===== config.mk =====
export PLATFORM = sky130hd
export DESIGN_NAME = uart_register_datagram_engine
export DESIGN_NICKNAME = d
export VERILOG_FILES = /design/src/rtl/core/urde_pkg.sv /design/src/rtl/core/uart_register_datagram_engine.sv /design/src/rtl/core/urde_front.sv /design/src/rtl/core/urde_fifo.sv /design/src/rtl/core/urde_back.sv
export VERILOG_INCLUDE_DIRS = /design/src /design/src/rtl/core
export SDC_FILE = /design/constraint.sdc
export NUM_CORES = 1
export LEC_CHECK = 0
export ABC_AREA = 1
export BUFFER_PORTS_ARGS = -buffer_cell sky130_fd_sc_hd__clkbuf_2
export CORE_MARGIN = 2
export CORE_UTILIZATION = 45
export DETAILED_ROUTE_END_ITERATION = 8
export PLACE_DENSITY = 0.63
export REMOVE_ABC_BUFFERS = 1
export SYNTH_ARGS = -nofsm -noshare
export SYNTH_HDL_FRONTEND = slang
export SYNTH_SLANG_ARGS = --single-unit
export TNS_END_PERCENT = 1

===== constraint.sdc =====
create_clock -name clock -period 4.9 [get_ports clock]
set_input_delay 1.225 -clock clock [delete_from_list [all_inputs] [get_ports clock]]
set_output_delay 1.225 -clock clock [all_outputs]
set_load 0.01 [all_outputs]

===== src/rtl/core/uart_register_datagram_engine_macros.svh =====
// assertion macros shared by the datagram engine rtl
// no dependencies; taken in by `include where assertions are written
`ifndef UART_REGISTER_DATAGRAM_ENGINE_MACROS_SVH
`define UART_REGISTER_DATAGRAM_ENGINE_MACROS_SVH

// same-cycle implication, disabled during reset
`define URDE_ASSERT_NOW(lbl, clk, rst, ante, cons) \
   lbl: assert property (@(posedge clk) disable iff (rst) (ante) |-> (cons)) \
      else $error("urde assertion failed");

// next-cycle implication, disabled during reset
`define URDE_ASSERT_NEXT(lbl, clk, rst, ante, cons) \
   lbl: assert property (@(posedge clk) disable iff (rst) (ante) |=> (cons)) \
      else $error("urde assertion failed");

`endif


===== src/rtl/core/urde_pkg.sv =====
// types, codes and the crc-8 step for the uart register datagram engine
// no dependencies
`timescale 1ns / 1ps

package urde_pkg;

   localparam logic [7:0] SYNC_BYTE  = 8'h05;
   localparam logic [7:0] CRC_POLY   = 8'h07;
   localparam logic [3:0] READ_LEN   = 4'd4;
   localparam logic [3:0] WRITE_LEN  = 4'd8;
   localparam logic [2:0] REPLY_LAST = 3'd7;
   localparam logic [2:0] READ_LAST  = 3'd3;
   localparam logic [2:0] WRITE_LAST = 3'd7;
   localparam logic [2:0] DATA_FIRST = 3'd3;

   localparam int FIFO_DEPTH = 4;
   localparam int FIFO_PTR_W = $clog2(FIFO_DEPTH);
   localparam int FIFO_CNT_W = $clog2(FIFO_DEPTH + 1);

   typedef enum logic [1:0] {
      CMD_READ  = 2'd0,
      CMD_WRITE = 2'd1,
      CMD_RX    = 2'd2
   } cmd_type;

   typedef enum logic [1:0] {
      OP_READ  = 2'd0,
      OP_WRITE = 2'd1,
      OP_REPLY = 2'd2
   } op_type;

   localparam logic KIND_TX    = 1'b0;
   localparam logic KIND_REPLY = 1'b1;

   typedef struct packed {
      op_type      op;
      logic [7:0]  node;
      logic [6:0]  reg_num;
      logic [31:0] data;
      logic        crc_error;
   } job_type;

   typedef struct packed {
      logic    push;
      job_type job;
   } push_type;

   typedef struct packed {
      logic full;
      logic valid;
   } fifo_stat_type;

   // one byte into the crc, lsb first, crc shifted msb first
   function automatic logic [7:0] crc_feed(input logic [7:0] crc_in,
                                           input logic [7:0] data_in);
      logic [7:0] c;
      c = crc_in;
      for (int i = 0; i < 8; i++) begin
         if (c[7] ^ data_in[i]) begin
            c = {c[6:0], 1'b0} ^ CRC_POLY;
         end else begin
            c = {c[6:0], 1'b0};
         end
      end
      return c;
   endfunction

endpackage


===== src/rtl/core/uart_register_datagram_engine.sv =====
// top level of the single-wire uart register datagram engine (master side)
// depends on urde_pkg, urde_front, urde_fifo, urde_back
`timescale 1ns / 1ps
//
// channel  dir  payload
// csr_     in   csr_data: node address
// req_     in   tuser: cmd; tdata: reg_num[6:0], write_data[38:7], rx_byte[46:39]
// rsp_     out  tuser: kind; tlast: last; tdata: tx_byte[7:0], read_data[39:8],
//               crc_error[40]
//
// each req beat is taken while the 4-entry job queue has room
// the serializer emits one rsp beat per cycle while rsp_tready is high: 4 for
// a read frame, 8 for a write, 1 for a finished reply; sustained rate is set
// by that byte-per-cycle serializer; rsp_tready low holds the result register;
// the front keeps taking beats until the queue is full
// reset is synchronous and clears control state only; no clearing pass

module uart_register_datagram_engine (
   input  logic        clock,
   input  logic        reset,
   input  logic        csr_valid,
   output logic        csr_ready,
   input  logic [7:0]  csr_data,     // node_address
   input  logic        req_tvalid,
   output logic        req_tready,
   input  logic [47:0] req_tdata,    // reg_num, write_data, rx_byte, zero pad
   input  logic [1:0]  req_tuser,    // cmd
   output logic        rsp_tvalid,
   input  logic        rsp_tready,
   output logic [47:0] rsp_tdata,    // tx_byte, read_data, crc_error, zero pad
   output logic        rsp_tuser,    // kind
   output logic        rsp_tlast
);
   import urde_pkg::*;

   push_type      push;
   job_type       head;
   fifo_stat_type fifo_stat;
   logic          pop;

   urde_front u_front (
      .clock      (clock),
      .reset      (reset),
      .csr_valid  (csr_valid),
      .csr_ready  (csr_ready),
      .csr_data   (csr_data),
      .req_tvalid (req_tvalid),
      .req_tready (req_tready),
      .req_tdata  (req_tdata),
      .req_tuser  (req_tuser),
      .fifo_stat  (fifo_stat),
      .push_out   (push)
   );

   urde_fifo u_fifo (
      .clock   (clock),
      .reset   (reset),
      .push_in (push),
      .pop     (pop),
      .head    (head),
      .stat    (fifo_stat)
   );

   urde_back u_back (
      .clock      (clock),
      .reset      (reset),
      .head       (head),
      .fifo_stat  (fifo_stat),
      .pop        (pop),
      .rsp_tvalid (rsp_tvalid),
      .rsp_tready (rsp_tready),
      .rsp_tdata  (rsp_tdata),
      .rsp_tuser  (rsp_tuser),
      .rsp_tlast  (rsp_tlast)
   );

endmodule


===== src/rtl/core/urde_front.sv =====
// front end: takes request and line beats, tracks echo and reply state,
// queues transmit jobs and finished replies; depends on urde_pkg
`timescale 1ns / 1ps

module urde_front (
   input  logic                    clock,
   input  logic                    reset,
   input  logic                    csr_valid,
   output logic                    csr_ready,
   input  logic [7:0]              csr_data,
   input  logic                    req_tvalid,
   output logic                    req_tready,
   input  logic [47:0]             req_tdata,
   input  logic [1:0]              req_tuser,
   input  urde_pkg::fifo_stat_type fifo_stat,
   output urde_pkg::push_type      push_out
);
   import urde_pkg::*;

   logic [7:0]  node_address_ff, node_address_in;
   logic [3:0]  echo_left_ff, echo_left_in;
   logic        reply_pending_ff, reply_pending_in;
   logic [2:0]  reply_count_ff, reply_count_in;
   logic [7:0]  reply_crc_ff, reply_crc_in;
   logic [31:0] reply_word_ff, reply_word_in;

   logic        accept;
   cmd_type     cmd;
   logic [6:0]  reg_num;
   logic [31:0] write_data;
   logic [7:0]  rx_byte;
   logic [7:0]  crc_next;

   assign csr_ready  = 1'b1;
   assign req_tready = !fifo_stat.full;
   assign accept     = req_tvalid && req_tready;
   assign cmd        = cmd_type'(req_tuser);
   assign reg_num    = req_tdata[6:0];
   assign write_data = req_tdata[38:7];
   assign rx_byte    = req_tdata[46:39];
   assign crc_next   = crc_feed(reply_crc_ff, rx_byte);

   always_comb begin
      node_address_in  = node_address_ff;
      echo_left_in     = echo_left_ff;
      reply_pending_in = reply_pending_ff;
      reply_count_in   = reply_count_ff;
      reply_crc_in     = reply_crc_ff;
      reply_word_in    = reply_word_ff;
      push_out.push            = 1'b0;
      push_out.job.op          = OP_READ;
      push_out.job.node        = node_address_ff;
      push_out.job.reg_num     = reg_num;
      push_out.job.data        = write_data;
      push_out.job.crc_error   = 1'b0;

      if (csr_valid && csr_ready) begin
         node_address_in = csr_data;
      end

      if (accept) begin
         unique case (cmd) inside
            CMD_READ, CMD_WRITE: begin
               push_out.push    = 1'b1;
               push_out.job.op  = (cmd == CMD_READ) ? OP_READ : OP_WRITE;
               echo_left_in     = (cmd == CMD_READ) ? READ_LEN : WRITE_LEN;
               reply_pending_in = (cmd == CMD_READ);
               reply_count_in   = '0;
               reply_crc_in     = '0;
               reply_word_in    = '0;
            end
            CMD_RX: begin
               if (echo_left_ff != 4'd0) begin
                  echo_left_in = echo_left_ff - 4'd1;
               end else if (reply_pending_ff) begin
                  if (reply_count_ff != REPLY_LAST) begin
                     reply_crc_in   = crc_next;
                     reply_count_in = reply_count_ff + 3'd1;
                     if (reply_count_ff >= DATA_FIRST) begin
                        reply_word_in = {reply_word_ff[23:0], rx_byte};
                     end
                  end else begin
                     push_out.push          = 1'b1;
                     push_out.job.op        = OP_REPLY;
                     push_out.job.data      = reply_word_ff;
                     push_out.job.crc_error = (rx_byte != reply_crc_ff);
                     reply_pending_in       = 1'b0;
                     reply_count_in         = '0;
                     reply_crc_in           = '0;
                     reply_word_in          = '0;
                  end
               end
            end
            default: begin
            end
         endcase
      end
   end

   always_ff @(posedge clock) begin
      if (reset) begin
         node_address_ff  <= '0;
         echo_left_ff     <= '0;
         reply_pending_ff <= 1'b0;
         reply_count_ff   <= '0;
         reply_crc_ff     <= '0;
         reply_word_ff    <= '0;
      end else begin
         node_address_ff  <= node_address_in;
         echo_left_ff     <= echo_left_in;
         reply_pending_ff <= reply_pending_in;
         reply_count_ff   <= reply_count_in;
         reply_crc_ff     <= reply_crc_in;
         reply_word_ff    <= reply_word_in;
      end
   end

endmodule


===== src/rtl/core/urde_fifo.sv =====
// short job queue between front end and serializer
// depends on urde_pkg
`timescale 1ns / 1ps

module urde_fifo (
   input  logic                    clock,
   input  logic                    reset,
   input  urde_pkg::push_type      push_in,
   input  logic                    pop,
   output urde_pkg::job_type       head,
   output urde_pkg::fifo_stat_type stat
);
   import urde_pkg::*;

   job_type                 mem [FIFO_DEPTH];
   logic [FIFO_PTR_W-1:0]   wr_ptr_ff, wr_ptr_in;
   logic [FIFO_PTR_W-1:0]   rd_ptr_ff, rd_ptr_in;
   logic [FIFO_CNT_W-1:0]   count_ff, count_in;
   logic                    do_push, do_pop;

   assign stat.full  = (count_ff == FIFO_CNT_W'(FIFO_DEPTH));
   assign stat.valid = (count_ff != '0);
   assign head       = mem[rd_ptr_ff];
   assign do_push    = push_in.push && !stat.full;
   assign do_pop     = pop && stat.valid;

   always_comb begin
      wr_ptr_in = do_push ? wr_ptr_ff + 1'b1 : wr_ptr_ff;
      rd_ptr_in = do_pop ? rd_ptr_ff + 1'b1 : rd_ptr_ff;
      count_in  = count_ff;
      if (do_push && !do_pop) begin
         count_in = count_ff + 1'b1;
      end else if (do_pop && !do_push) begin
         count_in = count_ff - 1'b1;
      end
   end

   always_ff @(posedge clock) begin
      if (do_push) begin
         mem[wr_ptr_ff] <= push_in.job;
      end
   end

   always_ff @(posedge clock) begin
      if (reset) begin
         wr_ptr_ff <= '0;
         rd_ptr_ff <= '0;
         count_ff  <= '0;
      end else begin
         wr_ptr_ff <= wr_ptr_in;
         rd_ptr_ff <= rd_ptr_in;
         count_ff  <= count_in;
      end
   end

endmodule


===== src/rtl/core/urde_back.sv =====
// back end: serializes queued jobs into frame bytes with running crc,
// or delivers a finished reply; owns the result register; depends on urde_pkg
`timescale 1ns / 1ps
`include "uart_register_datagram_engine_macros.svh"

module urde_back (
   input  logic                    clock,
   input  logic                    reset,
   input  urde_pkg::job_type       head,
   input  urde_pkg::fifo_stat_type fifo_stat,
   output logic                    pop,
   output logic                    rsp_tvalid,
   input  logic                    rsp_tready,
   output logic [47:0]             rsp_tdata,
   output logic                    rsp_tuser,
   output logic                    rsp_tlast
);
   import urde_pkg::*;

   logic [2:0]  idx_ff, idx_in;
   logic [7:0]  crc_ff, crc_in;
   logic        valid_ff, valid_in;
   logic        kind_ff, kind_in;
   logic [7:0]  byte_ff, byte_in;
   logic        last_ff, last_in;
   logic [31:0] data_ff, data_in;
   logic        err_ff, err_in;

   logic        out_free;
   logic        fire;
   logic        is_reply;
   logic [2:0]  last_idx;
   logic        at_last;
   logic [7:0]  frame_byte;
   logic [7:0]  tx_byte;

   assign out_free = !valid_ff || rsp_tready;
   assign fire     = fifo_stat.valid && out_free;
   assign is_reply = (head.op == OP_REPLY);
   assign last_idx = (head.op == OP_READ) ? READ_LAST : WRITE_LAST;
   assign at_last  = (idx_ff == last_idx);
   assign tx_byte  = at_last ? crc_ff : frame_byte;

   always_comb begin
      unique case (idx_ff)
         3'd0:    frame_byte = SYNC_BYTE;
         3'd1:    frame_byte = head.node;
         3'd2:    frame_byte = {head.op == OP_WRITE, head.reg_num};
         3'd3:    frame_byte = head.data[31:24];
         3'd4:    frame_byte = head.data[23:16];
         3'd5:    frame_byte = head.data[15:8];
         3'd6:    frame_byte = head.data[7:0];
         default: frame_byte = '0;
      endcase
   end

   always_comb begin
      idx_in   = idx_ff;
      crc_in   = crc_ff;
      valid_in = valid_ff && !rsp_tready;
      kind_in  = kind_ff;
      byte_in  = byte_ff;
      last_in  = last_ff;
      data_in  = data_ff;
      err_in   = err_ff;
      pop      = 1'b0;
      if (fire) begin
         valid_in = 1'b1;
         if (is_reply) begin
            kind_in = KIND_REPLY;
            byte_in = '0;
            last_in = 1'b0;
            data_in = head.data;
            err_in  = head.crc_error;
            pop     = 1'b1;
         end else begin
            kind_in = KIND_TX;
            byte_in = tx_byte;
            last_in = at_last;
            data_in = '0;
            err_in  = 1'b0;
            if (at_last) begin
               pop    = 1'b1;
               idx_in = '0;
               crc_in = '0;
            end else begin
               idx_in = idx_ff + 3'd1;
               crc_in = crc_feed(crc_ff, tx_byte);
            end
         end
      end
   end

   always_ff @(posedge clock) begin
      if (reset) begin
         idx_ff   <= '0;
         crc_ff   <= '0;
         valid_ff <= 1'b0;
      end else begin
         idx_ff   <= idx_in;
         crc_ff   <= crc_in;
         valid_ff <= valid_in;
      end
   end

   always_ff @(posedge clock) begin
      kind_ff <= kind_in;
      byte_ff <= byte_in;
      last_ff <= last_in;
      data_ff <= data_in;
      err_ff  <= err_in;
   end

   assign rsp_tvalid = valid_ff;
   assign rsp_tuser  = kind_ff;
   assign rsp_tlast  = last_ff;
   assign rsp_tdata  = {7'd0, err_ff, data_ff, byte_ff};

   `URDE_ASSERT_NOW(a_read_idx_range, clock, reset,
      fifo_stat.valid && head.op == OP_READ, idx_ff <= READ_LAST)
   `URDE_ASSERT_NOW(a_mid_frame_has_job, clock, reset,
      idx_ff != 3'd0, fifo_stat.valid)
   `URDE_ASSERT_NOW(a_reply_at_frame_start, clock, reset,
      fire && is_reply, idx_ff == 3'd0 && crc_ff == 8'd0)
   `URDE_ASSERT_NEXT(a_reply_beat_not_last, clock, reset,
      fire && is_reply, rsp_tvalid && rsp_tuser == KIND_REPLY && !rsp_tlast)

endmodule

; ---- Word-level counts from Yosys, hierarchy flattened
; Memories as Yosys holds them, arrays and structs flattened. A register that Yosys moved wholly into a read port is not among the register bits.
; Index checks and enable logic that the tools add are counted.
[op_classes]
n_reduce_logical = 26
mul = 0
div_mod_pow = 0
eq_ne = 18
n_lt_le_gt_ge = 1
n_shift = 0
n_mux = 84
bitwise_logic = 33
addsub = 7
[op_table]
columns = operator, count
row1 = 8-bit two-way mux, 26
row2 = 33-bit two-way mux, 5
row3 = 32-bit two-way mux, 4
row4 = 3-bit two-way mux, 27
row5 = 32-bit case mux with 2 select lines, 1
row6 = 8-bit case mux with 7 select lines, 1
row7 = 3-bit NOT, 16
row8 = 8-bit case mux with 2 select lines, 1
row9 = 1-bit XOR, 16
row10 = "3-bit equality test, second input constant", 4
row11 = 3-bit case mux with 2 select lines, 2
row12 = 1-bit two-way mux, 11
row13 = "3-bit by 1-bit adder with 3-bit output, second input constant", 3
row14 = 4-bit two-way mux, 2
row15 = 8-bit inequality test, 1
row16 = 4-bit case mux with 2 select lines, 1
row17 = 1-bit logical AND, 7
row18 = "3-bit by 2-bit equality test with 1-bit output, second input constant", 2
row19 = "3-bit inequality test, second input constant", 2
row20 = 3-bit AND reduction, 2
row21 = 1-bit zero test, 5
row22 = 5-bit AND reduction, 1
row23 = "2-bit by 1-bit adder with 2-bit output, second input constant", 2
row24 = "2-bit by 1-bit equality test with 1-bit output, second input constant", 2
row25 = 20 further kinds, 25
[word_totals]
latchBits = 0
n_memories = 1
regBits = 118
elab_cells = 187
in_bits = 63
mem_bits_ro = 0
ram_bits = 200
[mem_list]
columns = name, words, word_bits, read_ports, rd_ports_with_merged_regs, wr, line
row1 = u_fifo.mem, 4, 50, 1, 1, 1, urde_fifo.sv:15  ; job_type mem [FIFO_DEPTH];

; ---- Depth between registers and ports, before layout
; Gate-level depths: netlist (run 1).
[depth]
depth_word = 42
ltp_mapped = 20
mapped_depth_nobuf = 20

; ---- By module
; From an unflattened synthesis (run 1), not the netlist that was laid out.
[unflattened]
cells_unflattened = 1446
hier_area_um2 = 14370.0
[by_module_without_submodules]
columns = mod, instances, seq_area_each_um2, area_each_um2, cells_each
row1 = urde_fifo, 1, 6185.9, 8037.7, 552
row2 = urde_back, 1, 1531.5, 3188.1, 402
row3 = urde_front, 1, 1121.1, 3144.3, 492

; ---- Worst setup path after synthesis (run 1)
; OpenSTA, ideal clock, no wires.
[synth_timing]
kind = input-to-reg
start = input rsp_tready
end = register u_fifo.count_ff[1]
setup_ns = 0.116
setup_slack_ns = 0.175
path_buffers = 0
t_arrival_ns = 4.609
required_time_ns = 4.784
stages = 10
cell_sequence = nor2_1 nor2_1 inv_1 nor2_1 inv_1 ha_1 inv_1 fa_1 o21ai_0 nor2_1
[synth_via]
elab_chain_cells = 7
elab_cells_between_ends = 9
cone_classes = mux (2) / reduce/logical (7)
[synth_lines]
columns = element, line
row1 = start: declaration, uart_register_datagram_engine.sv:29  ; input logic rsp_tready,
row2 = 1-bit logical OR, urde_back.sv:37  ; assign out_free = !valid_ff || rsp_tready;
row3 = 1-bit logical AND, urde_back.sv:38  ; assign fire = fifo_stat.valid && out_free;
row4 = 1-bit two-way mux, urde_back.sv:67  ; if (fire) begin
row5 = 1-bit logical AND, urde_fifo.sv:25  ; assign do_pop = pop && stat.valid;
row6 = 1-bit zero test, urde_fifo.sv:31  ; if (do_push && !do_pop) begin
row7 = 1-bit logical AND, urde_fifo.sv:31
row8 = 3-bit two-way mux, urde_fifo.sv:31
row9 = net u_fifo.count_in[1], urde_fifo.sv:18  ; logic [FIFO_CNT_W-1:0] count_ff, count_in;
row10 = end signal: assignment, urde_fifo.sv:52  ; count_ff <= count_in;
row11 = end: declaration, urde_fifo.sv:18
; The timed path passes the listed nets, and every way through them passes these cells.
; A chain may end at the register's enable or synchronous reset.

==> results of run 1 <==
-- path summary, 6_finish.rpt --
path / to / cells after the start
setup / recovery: u_back.crc_ff[7] / 16
hold / removal: flip-flop / 2
setup reg to reg: u_back.crc_ff[7] / 16
hold reg to reg: flip-flop / 2
-- state kept, by name, summed over array words and instances (netlist names), 3 cells and up, named ones only --
| name | count |
|---|---|
| u_fifo.mem | 200 |
| u_back.data_ff | 32 |
| u_front.reply_word_ff | 32 |
| u_back.byte_ff | 8 |
| u_back.crc_ff | 8 |
| u_front.node_address_ff | 8 |
| u_front.reply_crc_ff | 8 |
| u_front.echo_left_ff | 4 |
| u_back.idx_ff | 3 |
| u_fifo.count_ff | 3 |
| u_front.reply_count_ff | 3 |
-- where the power goes --
part / internal [uW] / switching (uW)
Clock: 1470 / 1010
Sequential: 3370 / 183
Combinational: 686 / 1570
Total: 5520 / 2760
-- synthesized netlist by cell type, types with 3 or more instances --
cell      number
nor2_1        99
inv_2          4
o22ai_1        7
inv_1         65
nor3_1         3
edfxtp_1     243
nand2_1      468
clkbuf_1      23
buf_4         19
dfxtp_1       77
xor2_1        16
nand3_1      188
nand4_1        5
a21oi_1       68
buf_6         15
buf_1          6
nand2_2       10
ha_1          15
o21ai_0       35
xnor2_1       12
nand3_2        4
buf_2          9
-- stage by stage --
stage / setup WS [ns] / hold WS [ns] / utilization / TNS [ns] / total power [uW]
finish: 1.28 / 0.463 / 0.518 / 0 / 8290
global route: 0.944 / 0.481 / 0.518 / 0 / 8780
CTS: 1.32 / 0.463 / 0.518 / 0 / 8360
detailed placement: 1.10 / 0.453 / 0.482 / 0 / 5880
global placement: 1.08 / 0.451 / 0.482 / 0 / 5830
floorplan: -1.10 / 0.435 / - / -205.43 / 5070
-- cell families (layout without fill, tap and decap cells) --
family	count (synthesis)	in the layout	share of synthesized area
AOI/OAI and AO/OA	117	117	0.0441
xor gates and xnor gates	28	28	0.0176
adders and majority gates	16	16	0.0149
buffers and inverters	144	260	0.0530
DFF	320	320	0.634
other	2	8	0.000539
and+or+nand+nor	785	785	0.236
-- routing by layer --
metal | vias up | wire (um) | global-route usage
li1 | 4920 | - | -
met1 | 4738 | 14600 | 0.278
met2 | 334 | 15600 | 0.340
met3 | 55 | 2150 | 0.0310
met4 | 0 | 928 | 0.0657
met5 | - | 0 | 0
-- area by class of cell --
class / instances / area (um2) / area share
sequential: 320 / 8840 / 0.560
multi-input combinational: 954 / 4420 / 0.280
clock buffer: 51 / 966 / 0.0612
timing repair buffer: 127 / 688 / 0.0436
inverter: 72 / 273 / 0.0173
clock inverter: 10 / 105 / 0.00666
tap: 396 / 495 / 0.0314
-- critical path: cells and delay by family, from the launching register on --
family	cells	cell delay, ns
AO/OA/AOI/OAI	3	0.51
AND/OR/NAND/NOR	10	1.18
flip-flops	1	0.84
buffers and inverters	3	0.92
==> metrics.csv, run 1 <==
stage,metric,value,unit
final_layout,nets,1588,
yosys,avgSynthCellArea,9.87,um2
clocking,cts-resized-gates,0,
timing,setup_violations,0,
global_route,grt.total_usage,0.205,
placement,placed_area,14700,um2
timing,max_freq,276,MHz
clocking,htreeDepth,2,
final_layout,antenna_cells,0,
clocking,hold_buffers,0,
placement,place.port_buffers,106,
clocking,clk_path_buf_depth,3,
critical_path,path_max_fanout,36,
final_layout,layout_commonest_cell,nand2_1,
route,avgRoutedWirePerCell,17.2,um
route,via_per_inst,5.21,
clocking,cts_buffers,34,
placement,place_inst,1869,
timing,worst_pin_slew,0.843,ns
global_route,gr-total-overflow,0,
route,ant_nets,0,
yosys,syn_area,13900,um2
die,fp.dieH,180,um
flow_run,cap_violations,0,
die,core,30500,um2
critical_path,worstPathRequired,5.25,ns
yosys,synth_flop_cell,edfxtp_1,
critical_path,crit_arrival,3.98,ns
global_route,grt_pass1_vias,9684,
critical_path,cpPeakStageDelay,0.84,ns
route,wl,33200,um
clocking,cts_setup_buffers,0,
timing,min_period,3.62,ns
route,routed-via-count,10000,
critical_path,cp_slowest_cell,dfxtp_2,
critical_path,start_kind,flip-flop,
yosys,synthArstFlopShare,0,
timing,period_share,0.740,
power_and_ir_drop,peakVddDrop,0.000245,V
die,fp.dieArea,32400,um2
yosys,synth_cells,1412,
yosys,yosysTopAreaCellShare,0.524,
die,die_w,180,um
timing,relSlewSlack,0.436,
critical_path,path_cells,"inv_2, buf_4, nand2_1, nand3_1, nand3_1, o21ai_0, nor2_1, nand4_1, o21bai_1, nand2_1, nand2_2, inv_1, nand2_1, nand3_1, nand3_1, a21oi_1",
clocking,cts_root_buffer,clkbuf_16,
clocking,clk_latency,0.51,ns
timing,finClkSkew,0.0185,ns
final_layout,synthToLayoutAreaGrowth,13.3,%
timing,grt_setup_unrepaired,false,
critical_path,cp_common_cell,nand3_1,
timing,final-hold-violation-count,0,
power_and_ir_drop,p_leak,0.00626,uW
global_route,grt_pass1_wl,52400,um
power_and_ir_drop,powerDensity,525,nW/um2
route,drtIter0Drc,729,
clocking,cts_tree,done,
route,drc,0,
yosys,yosys_warnings,0,
final_layout,drive_gt1_frac,0.132,
yosys,ys_seq_area_frac,0.634,
yosys,ys_types,38,
global_route,grt_max_degree,67,
final_layout,n_fill_cell,2746,
yosys,yosys_register_bits,320,
placement,dpl.hpwl,20700,um
clocking,clk_pin_slew_worst_paths,0.06,ns
yosys,yosys.area.top_type,edfxtp_1,
timing,maxSlewViolCount,0,
global_route,antenna_found_initial,0,
final_layout,final_area,15800,um2
critical_path,end_kind,flip-flop,
critical_path,path_class,flip-flop to flip-flop,
final_layout,final_cells,1930,
clocking,cts_sinks,320,
route,drtPass1Iterations,5,
die,start_util,0.457,
die,rows,64,
die,pin_count,116,
final_layout,layout_common_cells,"nand2_1 (468), edfxtp_1 (243), nand3_1 (188)",
placement,globalplace.congestion,0.868,
yosys,synth-edff-count,243,
critical_path,rrSetupSlack,1.28,ns
hold_path,hp-class,flip-flop to flip-flop,
run_status,outcome,"finished, final reports clean",
hold_path,worstHoldStart,u_fifo.rd_ptr_ff[1],
yosys,yosys-top-cells-area,"edfxtp_1 (52%), nand2_1 (13%), dfxtp_1 (11%)",
Note: power is estimated with default switching activity, not from simulation.
==> inputs of run 2 (changes only) <==
- ABC_AREA: 1 -> 0
- clock period: 4.9 -> 3.2 ns (I/O delays scaled with it)
==> run 2 against run 1 <==
Compared with the run above: power rose by 52%; synthesized area fell by 4.2%; cell area barely moved; setup slack got worse by 1.2 ns; hold slack improved by 0.0064 ns; synthesized cell count fell by 33%; largest cell class unchanged; largest power group unchanged; highest routed layer is now met5.
==> metrics.csv, run 2 <==
stage,metric,value,unit
run_status,outcome,"finished, final reports clean",
route,avgRoutedWirePerCell,19.5,um
yosys,yosys.area_share.simple,0.0966,
timing,worst_pin_slew,0.757,ns
clocking,cts_buffers,31,
global_route,antenna_found_initial,1,
global_route,gr-total-overflow,0,
yosys,synthArstFlopShare,0,
critical_path,worstPathRequired,3.70,ns
yosys,yosysTopAreaCellShare,0.547,
power_and_ir_drop,p_leak,0.00574,uW
hold_path,hold_end,u_fifo.mem[1][38],
clocking,hold_buffers,0,
critical_path,end_kind,flip-flop,
route,wl,29500,um
final_layout,antenna_cells,0,
yosys,syn_area,13300,um2
final_layout,synthToLayoutAreaGrowth,18.3,%
critical_path,cp_slowest_cell,or4b_4,
yosys,synth.top_cells.by_count,"edfxtp_1 (243), nand2_1 (114), nor2_1 (86)",
power_and_ir_drop,peakVddDrop,0.000671,V
final_layout,largest_register,u_fifo.mem,
yosys,avgSynthCellArea,14.1,um2
clocking,clk_latency,0.56,ns
power_and_ir_drop,powerDensity,798,nW/um2
timing,maxSlewViolCount,0,
hold_path,worstHoldPathCells,1,
final_layout,layout_commonest_cell,edfxtp_1,
timing,hold_slack,0.469,ns
critical_path,rr_worst_depth,10,
timing,period_share,0.970,
timing,worst_slack,0.0958,ns
critical_path,crit_family,simple AND/OR/NAND/NOR gates,
yosys,synth_most_common_cell,edfxtp_1,
timing,tns,0,ns
route,drtPass1Iterations,5,
yosys,synth-compound-area-share,0.0647,
timing,max_freq,322,MHz
placement,place.port_buffers,106,
clocking,cts_root_buffer,clkbuf_16,
placement,pre_cts_ws,0.0275,ns
yosys,synth_top_family_by_area,simple AND/OR/NAND/NOR gates,
critical_path,cp.buffers_inverters,1,
critical_path,path_max_fanout,8,
route,via_per_inst,5.33,
final_layout,layout_common_cells,"edfxtp_1 (243), nand2_1 (114), clkbuf_2 (106)",
timing,min_period,3.10,ns
die,fp.dieArea,31100,um2
die,start_util,0.454,
route,drc,0,
critical_path,cpPeakStageDelay,0.59,ns
yosys,synth-edff-count,243,
yosys,synth_cells,947,
critical_path,r2r-end,u_back.crc_ff[3],
yosys,synth_flop_cell,edfxtp_1,
clocking,clk_pin_slew_worst_paths,0.07,ns
yosys,synthXorXnorAreaFrac,0.0394,
route,drtIter0Drc,719,
global_route,grt_pass1_vias,7988,
timing,relSlewSlack,0.496,
die,rows,63,
die,fp.dieH,176,um
critical_path,path_class,flip-flop to flip-flop,
yosys,synthMuxAreaShare,0.0943,
timing,final-hold-violation-count,0,
critical_path,start_kind,flip-flop,
hold_path,hp-class,primary input to flip-flop,
final_layout,nets,1177,
timing,setup_violations,0,
yosys,ys_types,59,
final_layout,reg.largest.list,"u_fifo.mem (200), u_back.data_ff (32), u_front.reply_word_ff (32)",
timing,finClkSkew,0.0181,ns
route,ant_nets,0,
timing,grt_setup_unrepaired,true,
critical_path,path_cells,"mux4_2, or4b_4, nand2_4, buf_12, o2bb2ai_4, xor2_2, xnor2_2, xnor3_1, or3_1, o21ai_1",
die,die_w,176,um
critical_path,rrSetupSlack,0.1,ns
clocking,cts_sinks,320,
placement,dpl.hpwl,18800,um
clocking,clk_path_buf_depth,3,
die,core,29400,um2
yosys,yosys-top-cells-area,"edfxtp_1 (55%), dfxtp_1 (12%), mux4_2 (7.6%)",
yosys,synth_fa_ha_area_frac,0.0156,
global_route,grt_pass1_wl,45000,um
route,routed-via-count,8058,
flow_run,cap_violations,0,
global_route,grt.total_usage,0.190,
critical_path,crit_arrival,3.60,ns
yosys,yosys_warnings,0,
clocking,cts_tree,done,
final_layout,final_util,0.537,
yosys,yosys_register_bits,320,
die,pin_count,116,
yosys,yosys.area.top_type,edfxtp_1,
hold_path,worstHoldStart,req_tdata[5],
yosys,ys_seq_area_frac,0.662,
global_route,grt_max_degree,65,
final_layout,largest_reg_flops,200,
clocking,htreeDepth,1,
placement,globalplace.congestion,0.814,
final_layout,drive_gt1_frac,0.250,
-- run 2: worst max-delay path by stage --
stage,depth (start not counted),to,slack (ns),from
after floorplan,9,u_fifo.count_ff[2],-2.40,flip-flop
after CTS,12,u_back.crc_ff[3],0.06,flip-flop
after global placement,11,u_fifo.count_ff[2],0.04,flip-flop
final,10,u_back.crc_ff[3],0.1,flip-flop
after detailed placement,11,u_fifo.count_ff[2],0.03,flip-flop
after global routing,10,u_back.crc_ff[3],-0.03,flip-flop
-- run 2: power breakdown --
group	total, uW	internal [uW]	switching, uW
Clock	3660	2170	1490
Combinational	3620	1670	1950
Sequential	5320	5120	197
-- run 2: kinds of logic after synthesis --
| group | after synthesis |
|---|---|
| DFF | 320 |
| and+or+nand+nor | 285 |
| AOI/OAI and AO/OA | 123 |
| buffers and inverters | 77 |
| muxes | 69 |
| xor gates and xnor gates | 55 |
| adders and majority gates | 16 |
| other | 2 |
-- run 2: repair_timing --
| item | CTS | global route |
|---|---|---|
| resized for setup | 2 | 4 |
| pin swaps | 2 | 2 |
| setup buffers | 4 | 3 |
| setup endpoints to repair | 1 | 6 |
-- run 2: cell type report --
class                   instances  area (um2)
repair buffers                170        1120
flip-flops and latches        320        8840
fillers                      2443       13600
well taps                     390         488
inverters                      19        71.3
clock inverters                 9         129
clock buffers                  48         901
multi-input cells             556        4240
-- run 2: metal layers --
metal | share of wire | vias up | track usage
met5 | 0.00027 | - | 0
met4 | 0.019 | 2 | 0.0434
met3 | 0.063 | 49 | 0.0321
met2 | 0.47 | 236 | 0.317
met1 | 0.44 | 4008 | 0.262
li1 | - | 3763 | -
-- run 2: per-stage QoR --
stage | area (um2) | total power, uW | instances
2_1_floorplan | 13100 | 7570 | 895
3_3_place_gp | 14700 | 8950 | 1448
3_5_place_dp | 14700 | 8990 | 1448
4_1_cts | 15700 | 12700 | 1509
5_1_grt | 15800 | 13200 | 1512
6_report | 15800 | 12600 | 1512
